### src/rtl/psu_pkg.sv
// Shared types, constants and saturation helpers for the particle state update pipeline.
package psu_pkg;

  localparam int unsigned PosW     = 40;
  localparam int unsigned LifeW    = 32;
  localparam int unsigned DtW      = 17;
  localparam int unsigned CfgW     = 32;
  localparam int unsigned MaxLifeW = 31;
  localparam int unsigned QuoW     = 16;

  localparam logic [DtW-1:0]  FrameStepReset = 17'd1092;
  localparam logic [CfgW-1:0] GravityYReset  = 32'hFFF6_3334;
  localparam logic [DtW:0]    OneQ16         = 18'd65536;
  localparam logic [15:0]     NineTenthsQ16  = 16'd58982;
  localparam logic signed [63:0] ParkYQ16    = -64'sd6553534464;

  typedef enum logic [2:0] {
    CFG_FRAME_STEP = 3'd0,
    CFG_GRAVITY_X  = 3'd1,
    CFG_GRAVITY_Y  = 3'd2,
    CFG_GRAVITY_Z  = 3'd3,
    CFG_WIND_X     = 3'd4,
    CFG_WIND_Y     = 3'd5,
    CFG_WIND_Z     = 3'd6
  } cfg_idx_e;

  typedef struct packed {
    logic                       alive;
    logic                       live;
    logic [LifeW-1:0]           life;
    logic [2:0][PosW-1:0]       pos;
    logic [2:0][PosW-1:0]       vel;
    logic [LifeW-1:0]           size;
  } rec_t;

  function automatic logic [PosW-1:0] sat40(input logic signed [63:0] x);
    if (x > 64'sd549755813887) begin
      return 40'h7F_FFFF_FFFF;
    end else if (x < -64'sd549755813888) begin
      return 40'h80_0000_0000;
    end
    return x[PosW-1:0];
  endfunction

  function automatic logic [LifeW-1:0] sat32(input logic signed [63:0] x);
    if (x > 64'sd2147483647) begin
      return 32'h7FFF_FFFF;
    end else if (x < -64'sd2147483648) begin
      return 32'h8000_0000;
    end
    return x[LifeW-1:0];
  endfunction

endpackage

### src/rtl/psu_div.sv
// Pipelined restoring divider that forms the clamped life to lifetime ratio, one bit per stage.
module psu_div (
  input  logic                                 clk_i,
  input  logic                                 en_i,
  input  logic [psu_pkg::MaxLifeW-1:0]         life_i,
  input  logic [psu_pkg::MaxLifeW-1:0]         maxl_i,
  output logic [psu_pkg::QuoW:0]               q_o
);

  localparam int unsigned N = psu_pkg::QuoW;
  localparam int unsigned W = psu_pkg::MaxLifeW;

  logic [W-1:0]  rem_q  [0:N];
  logic [W-1:0]  m_q    [0:N];
  logic [N-1:0]  quo_q  [0:N];
  logic          full_q [0:N];

  always_ff @(posedge clk_i) begin
    if (en_i) begin
      rem_q[0]  <= life_i;
      m_q[0]    <= maxl_i;
      quo_q[0]  <= '0;
      full_q[0] <= (life_i >= maxl_i);
    end
  end

  for (genvar j = 0; j < N; j++) begin : g_step
    logic [W:0] trial;
    logic       take;
    assign trial = {rem_q[j], 1'b0};
    assign take  = (trial >= {1'b0, m_q[j]});
    always_ff @(posedge clk_i) begin
      if (en_i) begin
        rem_q[j+1]  <= take ? W'(trial - {1'b0, m_q[j]}) : trial[W-1:0];
        m_q[j+1]    <= m_q[j];
        quo_q[j+1]  <= {quo_q[j][N-2:0], take};
        full_q[j+1] <= full_q[j];
      end
    end
  end

  assign q_o = full_q[N] ? (N+1)'(1 << N) : {1'b0, quo_q[N]};

endmodule
### config.mk
export PLATFORM = sky130hd
export DESIGN_NAME = psu_div
export DESIGN_NICKNAME = d
export VERILOG_FILES = /design/src/rtl/psu_pkg.sv /design/src/rtl/psu_div.sv
export SDC_FILE = /design/constraint.sdc
export NUM_CORES = 2
export LEC_CHECK = 0
export BUFFER_PORTS_ARGS = -buffer_cell sky130_fd_sc_hd__buf_2
export CAP_MARGIN = 0
export CORE_MARGIN = 1.5
export CORE_UTILIZATION = 35
export CTS_BUF_LIST = sky130_fd_sc_hd__clkbuf_16
export CTS_CLUSTER_DIAMETER = 200
export DETAILED_ROUTE_END_ITERATION = 10
export PLACE_DENSITY = 0.47
export SYNTH_ARGS = -nofsm -noshare
export SYNTH_HDL_FRONTEND = slang
export SYNTH_SLANG_ARGS = --single-unit
export TNS_END_PERCENT = 1
### constraint.sdc
create_clock -name clk_i -period 4.2 [get_ports clk_i]
set_clock_uncertainty 0.05 [all_clocks]
set_input_delay 0.21 -clock clk_i [delete_from_list [all_inputs] [get_ports clk_i]]
set_output_delay 0.21 -clock clk_i [all_outputs]
set_load 0.005 [all_outputs]
==> metrics.md <==
| Metric | Value |
|---|---|
| Flops & latches, synth | `1145` |
| Drt initial violations | `1623` |
| Initial antenna violation count | `0` |
| Top post-synthesis cells by area | `edfxtp_1 (52%), ha_1 (10%), a21oi_1 (3.9%)` |
| Max cap viols | `0` |
| Crit Path Class | `register to register` |
| Final setup violation count | `0` |
| Die area | `191500 sq um` |
| Routed Antenna Nets | `0` |
| Cell count after synthesis | `5828` |
| RSZ-0062 raised after global routing | `false` |
| Pwr dens | `749.6 nW/um^2` |
| R2R Setup Slk | `between 0.3 and 0.4 ns` |
| Pre-Repair DR Iteration Count | `10` |
| Chip Width | `437.6 um` |
| Crit end category | `register` |
| Switch Pwr | `about 0.021 W` |
| Clock power frac | `20.4%` |
| Total DRC errors in the routed layout | `4` |
| Fraction of layout cells with a size suffix above 1 | `10.24%` |
| CP max stage cell | `fa_1` |
| Most common cell after layout, fill and taps aside | `edfxtp_1` |
| FF/Latch Area | `34380 sq um` |
| Footprint of the multi-input gates | `28820 sq um` |
| Final #Nets | `6722` |
| Via density per instance | `4.999` |
| H-Tree Depth | `4` |
| Gate power share | `46.9%` |
| Data required, critical path | `4.65 ns` |
| Worst path cell trace | `fa_1, a21o_1, a21oi_2, nor2b_1, o41ai_4, and3_1, o21ai_1, a31oi_1, o21ai_1, a41oi_4, buf_12, mux2_2` |
| Post-synth cell types | `95` |
| Area Growth Syn to Fin | `14.18%` |
| Number of port buffers | `80` |
| P_int | `0.03573 W` |
| Synth top area share | `52.01%` |
| Failing checks | `design-rule violations` |
| Static leakage | `~32 nW` |
| Crit-path max FO | `32` |
| Routed wire length | `150.2 mm` |
| Via Count | `43610` |
| Worst Path Arrival | `4.32 ns` |
| Mapped cell area | `66110 sq um` |
| Final Hold Viols | `0` |
| Placer Congestion | `0.8872` |
| DP Wirelength | `116.1 mm` |
| Synth area leader | `edfxtp_1` |
| Boundary Pins | `81` |
| Count of pins over their slew limit | `0` |
| Worst ir drop on vdd | `roughly 360 uV` |
| CTS sink cnt | `1145` |
| Vias in the first global route | `roughly 46000` |
| FFs w/ async S/R, synth | `0%` |
| Worst-Margin Slew | `around 1.1 ns` |
| Status | `finished, violations left` |
| Initial Utilization | `35.20%` |
| Filler cell count in the final layout | `17880` |
| Dpl cell area | `70430 sq um` |
| CP max stage delay | `0.49 ns` |
| Std-Cell Rows | `159` |
| CTS buffer count | `around 140` |
| Tcrit/Tclk final | `slightly above 90%` |
| CP delay by family, top | `compound AO/OA/AOI/OAI gates` |
| Synthesis Warnings | `0` |
| Clock transition at the registers of the reported paths | `approximately 0.060 ns` |
| Core area | `187800 sq um` |
| Sequential share of power | `32.6%` |
| Grt total ovfl | `0` |
| Height of the die | `437.6 um` |
| Largest net degree at the start of global routing | `110` |
| Final Cell Area | `between 70000 and 80000 sq um` |
| Avg Inst Size Synth | `11.34 sq um` |
| Post-synth EDFFs | `about 1100` |
| Min-Delay Path Class | `input pin to register` |
| Global-route wire length before repair | `235.7 mm` |
| Number of inserted diodes | `0` |
| GRT Total Usage | `15.47%` |
| Post-synthesis sequential area ratio | `52.01%` |
| Routed wire per std cell | `17.22 um` |
| Power, Total | `0.05658 W` |
| Fmax | `258.4 MHz` |
| Skew-Pair Late Insertion Delay | `0.77 ns` |
| Most frequent CP cell | `o21ai_1` |
| Worst path buffer plus inverter count | `1` |
| Net Sw Frac | `36.86%` |
| Relative slew margins | `24.42%` |
| Worst Setup Start Kind | `register` |
| Clk root buf | `clkbuf_16` |
| Predominant post-synthesis flop cell | `edfxtp_1` |
| Commonest non-fill, non-tap cells in the layout | `edfxtp_1 (1145), inv_1 (674), ha_1 (526)` |
| TritonCTS clock tree | `yes` |
| Tmin final | `3.870 ns` |
| Clk buf depth | `3` |
| Syn Nets | `6433` |
| Final setup TNS | `0 ns` |
-- metal layers --
| metal | vias to the layer above | GRT usage, % | share of wire (%) |
|---|---|---|---|
| met5 | - | 0 | 0 |
| met3 | 398 | 2.345 | 2.6 |
| met1 | 20580 | 13.78 | 35 |
| met2 | 635 | 32.09 | 57 |
| li1 | 22000 | - | - |
| met4 | 0 | 8.703 | 5.5 |
-- path summary, 6_finish.rpt --
kind | to | startpoint | cells after the start
worst max-delay path | rem_q[0][132] | rem_q[0][93] | 12
worst min-delay path | m_q[0][19] | maxl_i[19] | 2
worst max register to register | rem_q[0][132] | rem_q[0][93] | 12
worst min register to register | quo_q[1][53] | quo_q[1][36] | 0
-- cells by family after synthesis --
group,share of synthesized area [%]
compound gates,16.16
xor+xnor,5.313
fa+ha+maj,10.41
buf+inv,4.535
flops,52.01
mux,3.386
simple gates,8.187
-- final cells by class --
type                            count  share of cell area [%]
Clock buffer                      153                   5.072
Clock inverter                    103                  0.7757
Inverter                          635                   3.158
Multi-Input combinational cell   3916                   38.18
Sequential cell                  1145                   45.55
Tap cell                         2495                   4.136
Timing Repair Buffer              276                   3.133
-- synth_stat cells, types with 11 or more instances --
cell type,number
nand3_1,67
mux2_1,16
nand4_1,84
nor2b_1,67
a211oi_1,41
nor2_1,310
a21oi_1,521
ha_1,526
buf_2,26
mux2_4,28
a41oi_1,11
o21ai_0,318
and3_1,52
or3_1,13
and4_1,23
a31o_2,11
edfxtp_1,1145
a21o_1,332
o31a_1,11
clkbuf_1,91
nor3_1,43
o21bai_1,63
a211o_1,25
xnor2_1,252
a21boi_0,20
xor2_1,149
nand2_1,345
o21a_1,54
a31oi_1,48
o211ai_1,19
inv_1,632
o21ai_1,15
o31ai_1,22
fa_1,15
mux2_2,141
nand2b_1,57
and2_1,28
-- timing repair --
| action | in CTS | in global routing |
|---|---|---|
| setup endpoints to repair | 0 | 1 |
| hold buffers | 63 | 0 |
| hold endpoints to repair | 125 | 0 |
| resized for setup | 0 | 1 |
| buffers inserted | 0 | 0 |
-- flip-flops by register name (all words and copies together), names as in the netlist --
register and flops:
m_q 496, rem_q 496, quo_q 136, full_q 17
-- power groups by stage --
| stage | clock (W) | combinational [W] | sequential (W) |
|---|---|---|---|
| after floorplan | 0 | 0.0198 | 0.0181 |
| after global placement | 0 | 0.0263 | 0.0187 |
| after detailed placement | 0 | 0.0265 | 0.0187 |
| after CTS | 0.0120 | 0.0267 | 0.0185 |
| after global routing | 0.0124 | 0.0294 | 0.0188 |
| final | 0.0116 | 0.0266 | 0.0185 |
-- stage by stage --
step / util [%] / cells / hold slack [ns] / worst slack [ns]
floorplan: - / 5828 / 0.2589 / 0.8538
global placement: 37.50 / 8404 / 0.3509 / 0.2599
detailed placement: 37.50 / 8404 / 0.3526 / 0.1888
CTS: 40.19 / 8723 / 0.01681 / 0.1658
global route: 40.19 / 8723 / 0.05266 / 0.09125
finish: 40.19 / 8723 / 0.1022 / 0.3303
-- worst reg2reg max path, stage by stage (launching register included) --
cell      delay, ns
edfxtp_1       0.44
fa_1           0.49
a21o_1         0.19
a21oi_2        0.16
nor2b_1        0.10
o41ai_4        0.32
and3_1         0.30
o21ai_1        0.15
a31oi_1        0.36
o21ai_1        0.17
a41oi_4        0.26
buf_12         0.23
mux2_2         0.39
(Power assumes the default switching activity.)
